$ cat src/rtl/hsb_to_rgb_converter_macros.svh
// ----------------------------------------------------------------------------
// HSB to RGB converter assertion macros
// Shared concurrent assertion forms for the converter RTL.
// ----------------------------------------------------------------------------
`ifndef HSB_TO_RGB_CONVERTER_MACROS_SVH
`define HSB_TO_RGB_CONVERTER_MACROS_SVH

`ifndef NO_ASSERTIONS
// Checks a property on every rising clock edge outside reset.
`define HSB_ASSERT(lbl, clk, rst, prop, msg) \
   lbl: assert property (@(posedge clk) disable iff (rst) (prop)) else $error(msg);
// Checks that a trigger is followed by a consequence a fixed number of cycles later.
`define HSB_ASSERT_DELAY(lbl, clk, rst, trig, dly, cons, msg) \
   lbl: assert property (@(posedge clk) disable iff (rst) (trig) |-> ##dly (cons)) \
      else $error(msg);
`else
`define HSB_ASSERT(lbl, clk, rst, prop, msg)
`define HSB_ASSERT_DELAY(lbl, clk, rst, trig, dly, cons, msg)
`endif

`endif

$ cat src/rtl/hsbrgb_pkg.sv
// ----------------------------------------------------------------------------
// HSB to RGB converter package
// Payload types, wheel segment codes and the divide-by-255 helper.
// ----------------------------------------------------------------------------
package hsbrgb_pkg;

   localparam logic [7:0] FULL_LEVEL = 8'd255;

   // Hue bits [9:8] select a wheel segment; code 3 is hue 768..1023,
   // which wraps onto the red-to-green segment.
   localparam logic [1:0] SEG_RED_GREEN  = 2'd0;
   localparam logic [1:0] SEG_GREEN_BLUE = 2'd1;
   localparam logic [1:0] SEG_BLUE_RED   = 2'd2;
   localparam logic [1:0] SEG_WRAP       = 2'd3;

   typedef struct packed {
      logic [9:0] hue;
      logic [7:0] saturation;
      logic [7:0] brightness;
   } hsb_req_type;

   typedef struct packed {
      logic [7:0] red;
      logic [7:0] green;
      logic [7:0] blue;
   } hsb_rsp_type;

   // Output of the wheel stage: raw channel ramps plus the two scale factors.
   typedef struct packed {
      logic [7:0] red;
      logic [7:0] green;
      logic [7:0] blue;
      logic [7:0] saturation;
      logic [7:0] brightness;
   } wheel_type;

   // Exact floor(x / 255) for x up to 255 * 255.
   function automatic logic [7:0] div_by_full(input logic [15:0] x);
      logic [16:0] sum;
      sum = {1'b0, x} + {9'd0, x[15:8]} + 17'd1;
      return sum[15:8];
   endfunction

endpackage

$ cat src/rtl/hsb_to_rgb_converter.sv
// ----------------------------------------------------------------------------
// HSB to RGB converter
// Converts hue, saturation and brightness into an 8-bit RGB triple.
// ----------------------------------------------------------------------------
// Usage: raise start with a color on req_data; the transfer takes place at
// each rising edge where start is high and busy is low. Busy is always low,
// so a new color may be offered on every clock cycle.
// Each result appears on rsp_data marked by rsp_valid for exactly one
// cycle. Results leave in request order.
// The pipeline is the hue wheel decode stage followed by the stages of each
// channel shader (saturation multiply, divide and offset, brightness
// multiply, final divide). Throughput is one color per cycle, set by the
// fully pipelined shaders.
// Hue values from 768 to 1023 wrap onto the wheel by subtracting 768.
// Reset clears every stage valid bit; items in flight are dropped and no
// result strobes until new requests arrive.
// The receiver cannot stall: each result is present for one cycle only, so
// the pipeline never holds and busy stays low.
// ----------------------------------------------------------------------------
`include "hsb_to_rgb_converter_macros.svh"

module hsb_to_rgb_converter import hsbrgb_pkg::*; (
   input  logic        clock,
   input  logic        reset,
   input  logic        start,
   output logic        busy,
   input  hsb_req_type req_data,
   output logic        rsp_valid,
   output hsb_rsp_type rsp_data
);

   logic       wheel_valid;
   wheel_type  wheel_data;
   logic       red_valid;
   logic       green_valid;
   logic       blue_valid;
   logic       accept;
   logic [7:0] red_shade;
   logic [7:0] green_shade;
   logic [7:0] blue_shade;
   // Conditions watched by the assertions below.
   logic       lanes_agree;
   logic       black_req;
   logic       white_req;
   logic       white_rsp;

   // The pipeline advances every cycle, so there is never a reason to refuse
   // a request transfer.
   assign busy   = 1'b0;
   assign accept = start && !busy;

   // Stage 0: segment decode into three raw channel ramps.
   hsbrgb_wheel u_wheel (
      .clock     (clock),
      .reset     (reset),
      .in_valid  (accept),
      .in_data   (req_data),
      .out_valid (wheel_valid),
      .out_data  (wheel_data)
   );

   // Three identical shaders run in lockstep, one per channel.
   hsbrgb_shade u_shade_red (
      .clock      (clock),
      .reset      (reset),
      .in_valid   (wheel_valid),
      .level      (wheel_data.red),
      .saturation (wheel_data.saturation),
      .brightness (wheel_data.brightness),
      .out_valid  (red_valid),
      .shade      (red_shade)
   );

   hsbrgb_shade u_shade_green (
      .clock      (clock),
      .reset      (reset),
      .in_valid   (wheel_valid),
      .level      (wheel_data.green),
      .saturation (wheel_data.saturation),
      .brightness (wheel_data.brightness),
      .out_valid  (green_valid),
      .shade      (green_shade)
   );

   hsbrgb_shade u_shade_blue (
      .clock      (clock),
      .reset      (reset),
      .in_valid   (wheel_valid),
      .level      (wheel_data.blue),
      .saturation (wheel_data.saturation),
      .brightness (wheel_data.brightness),
      .out_valid  (blue_valid),
      .shade      (blue_shade)
   );

   // The three lanes are packed into the result in one place.
   assign rsp_data.red   = red_shade;
   assign rsp_data.green = green_shade;
   assign rsp_data.blue  = blue_shade;

   // The red lane's valid marks the result; the other lanes must agree.
   assign rsp_valid = red_valid;

   assign lanes_agree = (red_valid == green_valid) && (red_valid == blue_valid);
   assign black_req   = accept && (req_data.brightness == 8'd0);
   assign white_req   = accept && (req_data.saturation == 8'd0) &&
                        (req_data.brightness == FULL_LEVEL);
   assign white_rsp   = (red_shade == FULL_LEVEL) && (green_shade == FULL_LEVEL) &&
                        (blue_shade == FULL_LEVEL);

   `HSB_ASSERT(a_lanes_agree, clock, reset, lanes_agree, "channel lanes out of step")
   `HSB_ASSERT_DELAY(a_latency, clock, reset, accept, 5, rsp_valid, "result missing")
   `HSB_ASSERT_DELAY(a_black, clock, reset, black_req, 5, rsp_data == '0, "not black")
   `HSB_ASSERT_DELAY(a_white, clock, reset, white_req, 5, white_rsp, "not white")

endmodule

$ cat src/rtl/hsbrgb_wheel.sv
// ----------------------------------------------------------------------------
// HSB to RGB wheel stage
// Decodes the hue segment and registers the three raw channel ramps.
// ----------------------------------------------------------------------------
module hsbrgb_wheel import hsbrgb_pkg::*; (
   input  logic        clock,
   input  logic        reset,
   input  logic        in_valid,
   input  hsb_req_type in_data,
   output logic        out_valid,
   output wheel_type   out_data
);

   logic      valid_ff;
   wheel_type data_ff;
   wheel_type data_in;
   logic [7:0] pos;

   assign pos = in_data.hue[7:0];

   always_comb begin
      data_in            = '0;
      data_in.saturation = in_data.saturation;
      data_in.brightness = in_data.brightness;
      unique case (in_data.hue[9:8])
         SEG_RED_GREEN, SEG_WRAP: begin
            data_in.red   = FULL_LEVEL - pos;
            data_in.green = pos;
         end
         SEG_GREEN_BLUE: begin
            data_in.green = FULL_LEVEL - pos;
            data_in.blue  = pos;
         end
         SEG_BLUE_RED: begin
            data_in.blue = FULL_LEVEL - pos;
            data_in.red  = pos;
         end
         default: begin
            data_in.red = '0;
         end
      endcase
   end

   always_ff @(posedge clock) begin
      if (reset) begin
         valid_ff <= 1'b0;
      end else begin
         valid_ff <= in_valid;
      end
   end

   always_ff @(posedge clock) begin
      data_ff <= data_in;
   end

   assign out_valid = valid_ff;
   assign out_data  = data_ff;

endmodule

$ cat src/rtl/hsbrgb_shade.sv
// ----------------------------------------------------------------------------
// HSB to RGB channel shader
// Four-stage pipeline scaling one channel by saturation and brightness.
// ----------------------------------------------------------------------------
module hsbrgb_shade import hsbrgb_pkg::*; (
   input  logic       clock,
   input  logic       reset,
   input  logic       in_valid,
   input  logic [7:0] level,
   input  logic [7:0] saturation,
   input  logic [7:0] brightness,
   output logic       out_valid,
   output logic [7:0] shade
);

   // Valid bit for each of the four stages.
   logic [3:0]  valid_ff;
   logic [3:0]  valid_in;

   // Stage 1: level times saturation.
   logic [15:0] sat_prod_ff;
   logic [15:0] sat_prod_in;
   logic [7:0]  sat_ff;
   logic [7:0]  bri1_ff;
   // Stage 2: saturated level plus white offset.
   logic [7:0]  mixed_ff;
   logic [7:0]  mixed_in;
   logic [7:0]  bri2_ff;
   // Stage 3: times brightness.
   logic [15:0] bri_prod_ff;
   logic [15:0] bri_prod_in;
   // Stage 4: final scale.
   logic [7:0]  shade_ff;
   logic [7:0]  shade_in;

   assign valid_in    = {valid_ff[2:0], in_valid};
   assign sat_prod_in = level * saturation;
   // The sum stays at or below 255 since level never exceeds 255.
   assign mixed_in    = div_by_full(sat_prod_ff) + (FULL_LEVEL - sat_ff);
   assign bri_prod_in = mixed_ff * bri2_ff;
   assign shade_in    = div_by_full(bri_prod_ff);

   always_ff @(posedge clock) begin
      if (reset) begin
         valid_ff <= '0;
      end else begin
         valid_ff <= valid_in;
      end
   end

   always_ff @(posedge clock) begin
      sat_prod_ff <= sat_prod_in;
      sat_ff      <= saturation;
      bri1_ff     <= brightness;
      mixed_ff    <= mixed_in;
      bri2_ff     <= bri1_ff;
      bri_prod_ff <= bri_prod_in;
      shade_ff    <= shade_in;
   end

   assign out_valid = valid_ff[3];
   assign shade     = shade_ff;

endmodule

$ cat config.mk
export PLATFORM = sky130hd
export DESIGN_NAME = hsb_to_rgb_converter
export DESIGN_NICKNAME = d
export VERILOG_FILES = /design/src/rtl/hsbrgb_pkg.sv /design/src/rtl/hsb_to_rgb_converter.sv /design/src/rtl/hsbrgb_wheel.sv /design/src/rtl/hsbrgb_shade.sv
export VERILOG_INCLUDE_DIRS = /design/src /design/src/rtl
export SDC_FILE = /design/constraint.sdc
export NUM_CORES = 1
export LEC_CHECK = 0
export ABC_AREA = 0
export BUFFER_PORTS_ARGS = -buffer_cell sky130_fd_sc_hd__clkbuf_2
export CAP_MARGIN = 20
export CORE_MARGIN = 10
export CORE_UTILIZATION = 55
export DETAILED_ROUTE_END_ITERATION = 12
export PLACE_DENSITY = 0.8
export SETUP_SLACK_MARGIN = 0.4
export SLEW_MARGIN = 15
export SYNTH_ARGS = -nofsm -noshare
export SYNTH_HDL_FRONTEND = slang
export SYNTH_SLANG_ARGS = --single-unit
$ cat constraint.sdc
create_clock -name clock -period 7.3 [get_ports clock]
set_input_delay 1.46 -clock clock [delete_from_list [all_inputs] [get_ports clock]]
set_output_delay 1.46 -clock clock [all_outputs]
set_load 0.1 [all_outputs]
Word-level counts from Yosys, hierarchy flattened
Index checks and enable logic that the tools add are counted.
- $add $sub $neg: 17
- $mul: 6
- eq/ne operators: 3
- mux-type cells: 3
- reduce and logical (&&, ||, !) cells: 2
- operators with widths (operator ; count):
    adder 16 x 1 -> 16 bit, second input constant ; 6
    adder 16 x 8 -> 16 bit ; 6
    multiplier 8 x 8 -> 16 bit ; 6
    case mux 8 bit (2 select lines) ; 3
    adder 8 bit ; 3
    subtractor 8 bit, first input constant ; 2
    == test 2 bit, second input constant ; 2
    == test 2 x 1 -> 1 bit, second input constant ; 1
    logical NOT 2 bit ; 1
    OR reduction 2 bit ; 1
- register bits: 213
- input bits: 29
- output and inout bits: 26
- logic and storage cells: 53

Longest topological paths before layout
Gate-level depths: netlist of the first run.
- word-level depth: 3
- gate-level depth with buffers: 17
- mapped depth without buffers: 16

Hierarchy
Synthesis of the first run repeated with hierarchy kept, for this count alone.
- cell total of the unflattened synthesis: 2088
- area total of the unflattened synthesis: 20916.3 sq um
- modules (own cells, without submodules) (module ; instances ; cells each ; area an instance (sq um) ; seq. area each (sq um)):
    hsbrgb_shade (u_shade_blue) ; 1 ; 681 ; 6637.6 ; 1521.5
    hsbrgb_shade (u_shade_red) ; 1 ; 674 ; 6591.3 ; 1521.5
    hsbrgb_shade (u_shade_green) ; 1 ; 658 ; 6531.3 ; 1521.5
    hsbrgb_wheel ; 1 ; 73 ; 1144.8 ; 820.8
    hsb_to_rgb_converter ; 1 ; 2 ; 11.3 ; 0.0

Worst setup path before layout of the first run
No wires, ideal clock.
- path type: reg2reg
- from: register u_wheel.data_ff, in the netlist u_wheel.out_data[10]
- to: register u_shade_red.sat_prod_ff[15]
- library setup time: 121 ps
- arrival time: 4168 ps
- required time: 7179 ps
- setup slack: 3012 ps
- cell stages (with the launch flop): 16
- path buffers: 1
- clock period less this slack: 4288 ps
- cell sequence: dfxtp_1 -> clkbuf_1 -> nand2_1 -> fa_1 -> fa_1 -> inv_1 -> fa_1 -> inv_1 -> fa_1 -> inv_1 -> ha_1 -> or3_1 -> o2111a_1 -> a2111oi_4 -> a21oi_1 -> xnor2_1
- cells in the longest elaborated chain, start to end: 1
- RTL lines (what ; RTL line ; text):
    start: declaration ; hsbrgb_wheel.sv:15 ; wheel_type data_ff;
    start signal: assignment ; hsbrgb_wheel.sv:53 ; data_ff <= data_in;
    multiplier 8 x 8 -> 16 bit ; hsbrgb_shade.sv:37 ; assign sat_prod_in = level * saturation;
    net u_shade_red.sat_prod_in[15] ; hsbrgb_shade.sv:22 ; logic [15:0] sat_prod_in;
    end signal: assignment ; hsbrgb_shade.sv:52 ; sat_prod_ff <= sat_prod_in;
    end: declaration ; hsbrgb_shade.sv:21 ; logic [15:0] sat_prod_ff;
The timed path passes the listed nets, and every way through them passes these cells.
A chain may end at the register's enable or synchronous reset.

==> results.md, run 1 <==
- RSZ-0062 raised after global routing: no
- # nets final: 2605
- R2R Path End: u_shade_red.bri_prod_ff[15]
- TritonCTS clock tree: yes
- Setup Buffers After CTS: 0
- Via density: between 5 and 6
- Wire per inst: 14.5 um
- Fin crit period: around 4.8 ns
- First-pass GRT wire length: 66100 um
- WP data required: slightly below 8 ns
- Syn Inst Count: 2033
- Netlist cell types: 56
- Die Y: 209 um
- Core area: about 0.035 mm^2
- Yosys top cell area share: 0.223
- Num CTS Buffers: 26
- Status: finished clean
- Ys Warns: 0
- Relative slew slack: 0.383
- Clk slew on worst S/H paths: 0.06 ns
- Overall Global Routing Usage: 0.175
- Post-synth EDFFs: 0
- Pre-antenna DRT Iters: 5
- Synthesized cell area: just under 0.02 mm^2
- Reg area: 0.00426 mm^2
- Met3 Use GR: 0.0249
- Total grt overflow: 0
- Synth area leaders: fa_1 22%, dfxtp_1 22%, ha_1 18%
- Final Hold Violating Endpoints: 0
- Worst-margin pin slew: 0.924 ns
- DR DRC count: 0
- Initial Util: 0.554
- Peak Freq: 207 MHz
- Fill cell count: 2917
- Syn-to-layout area delta: 8.28%
- Die W: roughly 210 um
- Met2 track demand over resource: 0.309
- Setup TNS: 0 ns
- RePlAce Congestion: around 0.84
- Diode count: 0
- R2R depth: 15
- Largest net degree at the start of global routing: 26
- CP startpoint kind: flip-flop
- Sink Count: 213
- Port Buffer Count: 53
- Die area: 0.0436 mm^2
- Drt initial violations: ~620
- Ys async rst share: 0
- Hold path start: u_shade_red.bri1_ff[5]
- IO Count: 55
- Final max-slew violation count: 0
- CP arrival: 5.28 ns
- # rows: 69
- Crit path kind: flip-flop to flip-flop
- GRT Max-Usage Layer: met2
- Largest fanout on the critical path: 24
- Vias in the first global route: about 14000
- R2r setup slk: between 2 and 2.5 ns
- # resized after CTS: 0
- Hpwl dp: 29300 um
- Worst Skew: 0.0199 ns
- Vias: 13500
- Area of the multi-input gates: 0.0140 mm^2
- Final setup fails: 0
- Reg2reg start: u_shade_blue.bri2_ff[2]
- Post-route ant nets: 0
- #FFs+latches synth: 213
- Met1 GRT Util: 0.217
- Initial antenna violation count: 0
- Drt total wl: 37100 um
- CP Capture Type: flip-flop
- WHS Path Cells: 0
- CTS Hold Buffers Added: 0
- Layout cells sized above 1: 0.0644
- Clk_lat worst skew: ~0.57 ns
- Main synth FF type: dfxtp_1
- Clk root buf: clkbuf_16
- Post-synth top area cell: fa_1
- Max Cap Viol: 0
- Worst hold path type: flip-flop to flip-flop
- Clock Path Buffers: 3
- Register area share after synthesis: 0.217
- Final period utilization: 0.660
- Mapped Nets: 2562
- Critical Path Start: u_shade_blue.bri2_ff[2]
- Hold Path End: u_shade_blue.bri2_ff[5]
- H-tree Lvls: 1
- Syn_area_per_cell: a little under 10 um^2
==> kinds of logic (layout without fill, tap and decap cells) <==
family	Yosys count	in the layout	share of synthesized area
and+or+nand+nor	590	590	0.165
AOI/OAI and AO/OA	209	209	0.0742
DFF	213	213	0.217
other	1	1	0.000191
muxes	24	24	0.0138
xor gates and xnor gates	126	126	0.0563
adders and majority gates	500	500	0.403
buffers and inverters	370	433	0.0710
==> metal layers <==
metal	share of wire	vias up
met3	0.038	61
met5	0	-
li1	-	6559
met2	0.50	216
met1	0.44	6698
met4	0.026	0
==> cells in the final DEF, fill, tap and decap left out, types with 53 or more instances in the layout <==
cell type / n
a21oi_1: 55
and2_1: 301
clkbuf_2: 53
dfxtp_1: 213
fa_1: 219
ha_1: 281
inv_1: 332
nand2_1: 116
nor2_1: 55
xnor2_1: 103
==> metrics by stage <==
| stage | hold slack, ns | setup slack (ns) | instance area [um^2] | cells | utilization |
|---|---|---|---|---|---|
| after CTS | 0.314 | 2.49 | 21200 | 2557 | 0.600 |
| final | 0.313 | 2.48 | 21200 | 2557 | 0.600 |
| after detailed placement | 0.312 | 2.50 | 20300 | 2509 | 0.574 |
| after global routing | 0.324 | 2.21 | 21200 | 2557 | 0.600 |
| after global placement | 0.310 | 2.60 | 20300 | 2509 | 0.574 |
| after floorplan | 0.310 | 3.01 | 19600 | 2033 | - |
==> worst max-delay path by stage <==
stage / endpoint
3_3_place_gp: u_shade_red.sat_prod_ff[15]
4_1_cts: u_shade_red.sat_prod_ff[15]
3_5_place_dp: u_shade_red.bri_prod_ff[15]
6_report: u_shade_red.bri_prod_ff[15]
2_1_floorplan: u_shade_red.sat_prod_ff[15]
5_1_grt: u_shade_red.bri_prod_ff[15]
==> worst max-delay path, cell delays in order (launching register included) <==
cell       delay (ns)
dfxtp_1          0.85
nand2_1          0.18
fa_1             0.53
fa_1             0.54
inv_1            0.05
fa_1             0.49
inv_1            0.05
fa_1             0.47
inv_1            0.04
ha_1             0.32
o21a_1           0.13
o31a_1           0.14
o2111a_1         0.29
a2111oi_4        0.39
a21oi_2          0.12
xnor2_1          0.13
==> state kept, by name, summed over array words and instances, names as in the netlist, 16 cells and up <==
name / cells
u_wheel.out_data: 40
u_shade_blue.bri_prod_ff: 16
u_shade_blue.sat_prod_ff: 16
u_shade_green.bri_prod_ff: 16
u_shade_green.sat_prod_ff: 16
u_shade_red.bri_prod_ff: 16
u_shade_red.sat_prod_ff: 16
==> area by class of cell <==
class,count,area share
tap,461,0.0272
inverter,332,0.0587
clock inverter,16,0.0102
timing repair buffer,53,0.0125
sequential,213,0.201
multi-input combinational,1450,0.657
clock buffer,32,0.0336
==> Yosys cell counts, types with 3 or more instances <==
cell type / n
or3_1: 3
a41oi_1: 3
inv_1: 332
xnor2_1: 103
nand2b_1: 13
a211oi_1: 7
dfxtp_1: 213
o211ai_1: 7
nand4_1: 12
nor3b_1: 8
nor2b_1: 17
o21a_1: 23
and2_1: 301
a21o_1: 23
clkbuf_1: 37
o21bai_1: 9
a21oi_1: 55
a211o_1: 6
and3_1: 13
mux2_2: 24
nand2_1: 116
o21ai_0: 41
fa_1: 219
nor2_1: 55
o31a_1: 6
ha_1: 281
nor3_1: 20
a21boi_0: 3
xor2_1: 23
nand3_1: 26
Power of run 1 is not shown: default switching activity piles up to over one toggle a cycle in this logic, so the estimate is an artifact.
==> run 2: changes to the inputs <==
ABC_AREA = 1   (was 0)
PLACE_DENSITY = 0.82   (was 0.8)
clock period = 4 ns   (was 7.3 ns; I/O delays follow)
==> run 2 against run 1 <==
Effect of this change:
- final cell count rose by 39%
- via count rose by 40%
- sequential share of layout area fell by 3.2 points
- synthesized area rose by 9.8%
- non-clock buffer count rose by 113
- first-iteration DRC count rose to 2.5 times the previous value
- count of clock-buffer cells in the layout rose by 1
- setup slack got worse by 2.4 ns
==> results.md, run 2 <==
- Status: finished clean
- Clock Path Buffers: 3 (unchanged)
- Post-synth top area cell: fa_1
- Hold Path End: u_shade_red.bri1_ff[7]
- Total grt overflow: 0 (unchanged)
- Die W: 218 um (+4.3%)
- Peak Freq: 253 MHz (+22%)
- Setup ws final: 0.0548 ns (-2.42 ns)
- RSZ-0062 raised after global routing: yes
- Max FFs per register: 40 (unchanged)
- # nets final: 3538 (+36%)
- Met2 track demand over resource: 0.393 (+0.0835)
- CP arrival: 4.42 ns (-0.86 ns)
- # rows: 72 (+4.3%)
- Mapped Nets: 3429 (+34%)
- WP data required: 4.47 ns (-3.28 ns)
- Hold path start: u_wheel.out_data[7]
- Final Hold Violating Endpoints: 0 (unchanged)
- Ys async rst share: 0 (unchanged)
- Initial antenna violation count: 0 (unchanged)
- Relative slew slack: 0.634 (+0.251)
- Synth top cells by count: 773 x nand2_1, 733 x inv_1, 281 x ha_1
- Final setup fails: 0 (unchanged)
- Sink Count: 213 (unchanged)
- Pre-antenna DRT Iters: 6 (+1)
- Via density: 5.33 (+0.62%)
- Core area: 0.0386 mm^2 (+9.2%)
- Synthesized cell area: 0.0215 mm^2 (+9.8%)
- Fin crit period: 3.95 ns (-0.876 ns)
- Setup TNS: 0 ns (unchanged)
- IO Count: 55 (unchanged)
- Overall Global Routing Usage: 0.212 (+0.0374)
- Synth area leaders: fa_1 20%, dfxtp_1 20%, ha_1 16%
- Syn Inst Count: 2900 (+43%)
- Most frequent cells in the layout: 703 x nand2_1, 689 x inv_1, 242 x ha_1
- First-pass GRT wire length: 85200 um (+29%)
- WHS Path Cells: 0 (unchanged)
- Final max-slew violation count: 0 (unchanged)
- Initial Util: 0.557 (+0.00301)
- Drt total wl: 57200 um (+54%)
- R2R depth: 16 (+1)
- Worst Skew: 0.0370 ns (+0.0171 ns)
- Placed Area: 0.0225 mm^2 (+11%)
- Worst hold path type: flip-flop to flip-flop
- CP startpoint kind: flip-flop
- GRT Max-Usage Layer: met2
- Layout cells sized above 1: 0.187 (+0.123)
- Syn_area_per_cell: 7.43 um^2 (-23%)
- RePlAce Congestion: 0.931 (+10%)
- Diode count: 0 (unchanged)
- Die area: 0.0475 mm^2 (+8.8%)
- R2R Path End: u_shade_green.bri_prod_ff[13]
- Num CTS Buffers: 26 (unchanged)
- Main synth FF type: dfxtp_1
- Largest fanout on the critical path: 7 (-71%)
- R2r setup slk: 0.05 ns (-2.42 ns)
- Vias in the first global route: 18800 (+30%)
- TritonCTS clock tree: yes
- Crit path kind: flip-flop to flip-flop
- Most common cell after layout, fill and taps aside: nand2_1
- CTS Hold Buffers Added: 0 (unchanged)
- Post-route ant nets: 0 (unchanged)
- Clk_lat worst skew: 0.59 ns (+0.02 ns)
- CP Capture Type: flip-flop
- Top-count cell post-synth: nand2_1
- Worst slack, placed: -0.0181 ns (-2.52 ns)
- Wire per inst: 16.1 um (+11%)
- Final period utilization: 0.986 (+0.326)
- Clk root buf: clkbuf_16
- Drt initial violations: 1538 (+150%)
- Netlist cell types: 39 (-30%)
- Met1 GRT Util: 0.237 (+0.0200)
- Register area share after synthesis: 0.198 (-0.0194)
- Largest net degree at the start of global routing: 25 (-3.8%)
- Vias: 18900 (+40%)
- Reg2reg start: u_shade_blue.bri2_ff[3]
- Worst-margin pin slew: 0.551 ns (-0.373 ns)
- Post-synth EDFFs: 0 (unchanged)
- Yosys top cell area share: 0.204 (-0.0199)
- Met3 Use GR: 0.0329 (+0.00797)
- Ys Warns: 0 (unchanged)
- DR DRC count: 0 (unchanged)
- Port Buffer Count: 53 (unchanged)
- Hpwl dp: 36300 um (+24%)
- Syn-to-layout area delta: 19.9%
- Final Cell Area: 0.0258 mm^2 (+22%)
- H-tree Lvls: 1 (unchanged)
- Max Cap Viol: 0 (unchanged)
- Clk slew on worst S/H paths: 0.06 ns (about the same)
- #FFs+latches synth: 213 (unchanged)
- Die Y: 218 um (+4.3%)
run 2: worst max-delay path, cell delays in order (launching register included):
cell	delay, ns
dfxtp_4	0.46
buf_8	0.18
buf_4	0.13
nand2_2	0.05
fa_2	0.36
inv_2	0.06
fa_1	0.39
inv_1	0.08
fa_1	0.45
fa_1	0.55
inv_1	0.09
ha_4	0.28
a21oi_4	0.28
o21ai_4	0.12
nand2_1	0.08
nand3_1	0.11
xor2_1	0.16
run 2: layout make-up:
class	instances	area, um^2
repair buffers	166	1470
fillers	2790	12800
inverters	735	2760
flip-flops and latches	213	4370
well taps	518	648
clock buffers	33	707
clock inverters	15	170
multi-input cells	1867	15700
run 2: stage by stage:
stage               utilization  instances  hold slack [ns]
floorplan                     -       2900            0.310
detailed placement        0.583       3418            0.312
finish                    0.668       3547            0.302
global placement          0.583       3418            0.312
CTS                       0.637       3506            0.302
global route              0.668       3547            0.304
run 2: worst max-delay path by stage:
stage / startpoint / endpoint / slack [ns] / depth (start not counted)
floorplan: u_wheel.out_data[15] / u_shade_red.sat_prod_ff[14] / 0.37 / 17
finish: u_shade_blue.bri2_ff[3] / u_shade_green.bri_prod_ff[13] / 0.05 / 16
detailed placement: u_shade_blue.bri2_ff[2] / u_shade_blue.bri_prod_ff[13] / -0.02 / 14
global route: u_shade_blue.bri2_ff[5] / u_shade_red.bri_prod_ff[9] / 0.003 / 16
global placement: u_shade_blue.bri2_ff[2] / u_shade_blue.bri_prod_ff[13] / 0.06 / 14
CTS: u_wheel.out_data[10] / u_shade_red.sat_prod_ff[14] / 0.24 / 16
run 2: cells by family after synthesis:
logic type | Yosys count | share of synthesized area
other | 1 | 0.000174
adder cells (fa/ha/maj) | 500 | 0.367
XOR/XNOR | 95 | 0.0386
buffers and inverters | 820 | 0.145
AO/OA/AOI/OAI | 202 | 0.0513
AND/OR/NAND/NOR | 1069 | 0.200
flip-flops | 213 | 0.198
run 2: routing by layer:
| metal | share of wire | vias to the layer above |
|---|---|---|
| met5 | 0 | - |
| met4 | 0.054 | 0 |
| met3 | 0.068 | 232 |
| met2 | 0.51 | 828 |
| met1 | 0.36 | 8974 |
| li1 | - | 8856 |
run 2: what timing repair did:
action,4_1_cts,5_1_grt
gates cloned,4,4
pin swaps,68,118
resized for setup,232,229
setup endpoints to repair,56,57
endpoints found under the hold margin,0,0
buffers inserted,36,37
Power of run 2 is left out for the same reason.
==> run 3: changes to the inputs <==
CELL_PAD_IN_SITES_DETAIL_PLACEMENT = 1   (was unset)
CELL_PAD_IN_SITES_GLOBAL_PLACEMENT = 1   (was unset)
CORE_UTILIZATION = 44   (was 55)
PLACE_DENSITY = 0.87   (was 0.82)
==> run 3 against run 2 <==
Effect of this change:
- the flow now finishes with violations (negative setup slack)
- final cell count is 3.2% higher
- count of clock-buffer cells in the layout is 4 higher
- highest routed layer unchanged
- largest cell class unchanged
- routed wire length is 41% higher
- worst hold slack better by 0.0084 ns
- first-iteration DRC count is 19% lower
- core utilization is 12 points lower
==> results.md, run 3 (synthesis results as in run 2) <==
- Pre-antenna DRT Iters: 5 (-1)
- Worst hold path type: input port to flip-flop
- Hpwl dp: 46100 um (+27%)
- Syn-to-layout area delta: 23.2%
- Crit path kind: flip-flop to flip-flop
- Most frequent cells in the layout: 703 x nand2_1, 685 x inv_1, 235 x ha_1
- Most common cell after layout, fill and taps aside: nand2_1
- Drt total wl: 80600 um (+41%)
- Relative slew slack: 0.632 (-0.00243)
- CP Capture Type: flip-flop
- Die area: 0.0582 mm^2 (+23%)
- Reg2reg start: u_shade_blue.bri2_ff[7]
- WP data required: 4.48 ns (about the same)
- Fin crit period: 4.21 ns (+0.269 ns)
- H-tree Lvls: 1 (unchanged)
- CP arrival: 4.69 ns (+0.27 ns)
- CP startpoint kind: flip-flop
- Largest fanout on the critical path: 12 (+5)
- Drt initial violations: 1246 (-19%)
- Worst Skew: 0.0431 ns (+0.00614 ns)
- Wire per inst: 22.0 um (+37%)
- R2r setup slk: -0.21 ns (-0.27 ns)
- Hold path start: req_data[15]
- Sink Count: 213 (unchanged)
- Final period utilization: 1.05 (+0.0673)
- Final Hold Violating Endpoints: 0 (unchanged)
- Largest net degree at the start of global routing: 26 (+4.0%)
- Fill cell count: 5820 (+110%)
- R2R depth: 14 (-2)
- Via density: 5.43 (+1.9%)
- DR DRC count: 0 (unchanged)
- Total grt overflow: 0 (unchanged)
- IO Count: 55 (unchanged)
- # nets final: 3548 (+0.28%)
- Max Cap Viol: 0 (unchanged)
- Failing checks: negative setup slack
- Die Y: 241 um (+11%)
- Vias: 19900 (+5.2%)
- Peak Freq: 237 MHz (-6.4%)
- Initial Util: 0.443 (-0.115)
- WHS Path Cells: 1 (+1)
- Final max-slew violation count: 0 (unchanged)
- R2R Path End: u_shade_green.bri_prod_ff[15]
- RSZ-0062 raised after global routing: yes
- Clock Path Buffers: 3 (unchanged)
- Post-route ant nets: 0 (unchanged)
- Overall Global Routing Usage: 0.246 (+0.0336)
- # rows: 81 (+13%)
- Area of the multi-input gates: 0.0161 mm^2 (+2.4%)
- Initial antenna violation count: 1 (+1)
- Core area: 0.0486 mm^2 (+26%)
- Status: complete, but fails checks
- Layout cells sized above 1: 0.203 (+0.0159)
- RePlAce Congestion: 0.866 (-7.0%)
- Setup ws final: -0.214 ns (-0.269 ns)
- Final Non-Filler Cells: 3661 (+3.2%)
- Max FFs per register: 40 (unchanged)
- First-pass GRT wire length: 114000 um (+34%)
- Final setup fails: 15 (+15)
- Die W: 241 um (+11%)
- Vias in the first global route: 22600 (+20%)
- Post-Place Cells: 3526 (+3.2%)
- CTS Hold Buffers Added: 0 (unchanged)
- Worst-margin pin slew: 0.555 ns (+0.00367 ns)
- Clk root buf: clkbuf_16
- Hold Path End: u_wheel.out_data[15]
- Clk_lat worst skew: 0.60 ns (about the same)
- TritonCTS clock tree: yes
- Clk slew on worst S/H paths: 0.08 ns (+0.02 ns)
- Port Buffer Count: 53 (unchanged)
- Num CTS Buffers: 26 (unchanged)
- Reg area: 0.00437 mm^2 (about the same)
==> run 3: worst max path at each step <==
stage | from | end | slack [ns] | cells past startpoint
after floorplan | u_wheel.out_data[15] | u_shade_red.sat_prod_ff[14] | 0.37 | 17
after global placement | u_shade_blue.bri2_ff[3] | u_shade_blue.bri_prod_ff[12] | 0.11 | 14
after detailed placement | u_shade_blue.bri2_ff[4] | u_shade_red.bri_prod_ff[13] | -0.14 | 14
after CTS | u_shade_blue.bri2_ff[7] | u_shade_blue.bri_prod_ff[13] | 0.20 | 16
after global routing | u_shade_blue.bri2_ff[7] | u_shade_green.bri_prod_ff[15] | -0.27 | 14
final | u_shade_blue.bri2_ff[7] | u_shade_green.bri_prod_ff[15] | -0.21 | 14
==> run 3: repair_timing <==
item / 4_1_cts / 5_1_grt
cloned: 6 / 2
resized for setup: 308 / 219
endpoints found under the hold margin: 0 / 0
pin swaps: 75 / 100
setup endpoints to repair: 56 / 59
setup buffers: 56 / 23
==> run 3: worst max-delay path, cell delays in order (launching register included) <==
cell and delay [ns]:
dfxtp_4 0.40, buf_4 0.15, bufbuf_16 0.30, nand2_1 0.11, fa_1 0.51, fa_1 0.46
inv_1 0.21, fa_1 0.50, ha_1 0.32, ha_2 0.40, nand2_2 0.13, nor2_2 0.20
nand3_1 0.17, nand4_1 0.18, nand2_1 0.07
==> run 3: metrics by stage <==
stage,setup slack [ns],TNS [ns],hold WS [ns],cell area (um^2),utilization
after floorplan,0.368,0,0.310,21800,-
after global placement,0.107,0,0.312,22700,0.467
after detailed placement,-0.141,-0.284,0.315,22700,0.467
after CTS,0.202,0,0.308,25400,0.523
after global routing,-0.269,-2.74,0.298,26500,0.545
final,-0.214,-1.36,0.311,26500,0.545
==> run 3: layout make-up <==
type                            instances  area share
Antenna cell                            1   0.0000943
Timing Repair Buffer                  176      0.0594
Multi-Input combinational cell       1867       0.606
Inverter                              735       0.104
Tap cell                              622      0.0293
Clock inverter                         10     0.00707
Clock buffer                           37      0.0295
Sequential cell                       213       0.165
==> run 3: metal layers <==
| metal | track usage | share of wire | up-vias |
|---|---|---|---|
| met3 | 0.0356 | 0.052 | 406 |
| li1 | - | - | 8847 |
| met5 | 0 | 0 | - |
| met2 | 0.461 | 0.52 | 812 |
| met4 | 0.151 | 0.076 | 0 |
| met1 | 0.253 | 0.35 | 9799 |
Power of run 3 is left out for the same reason.
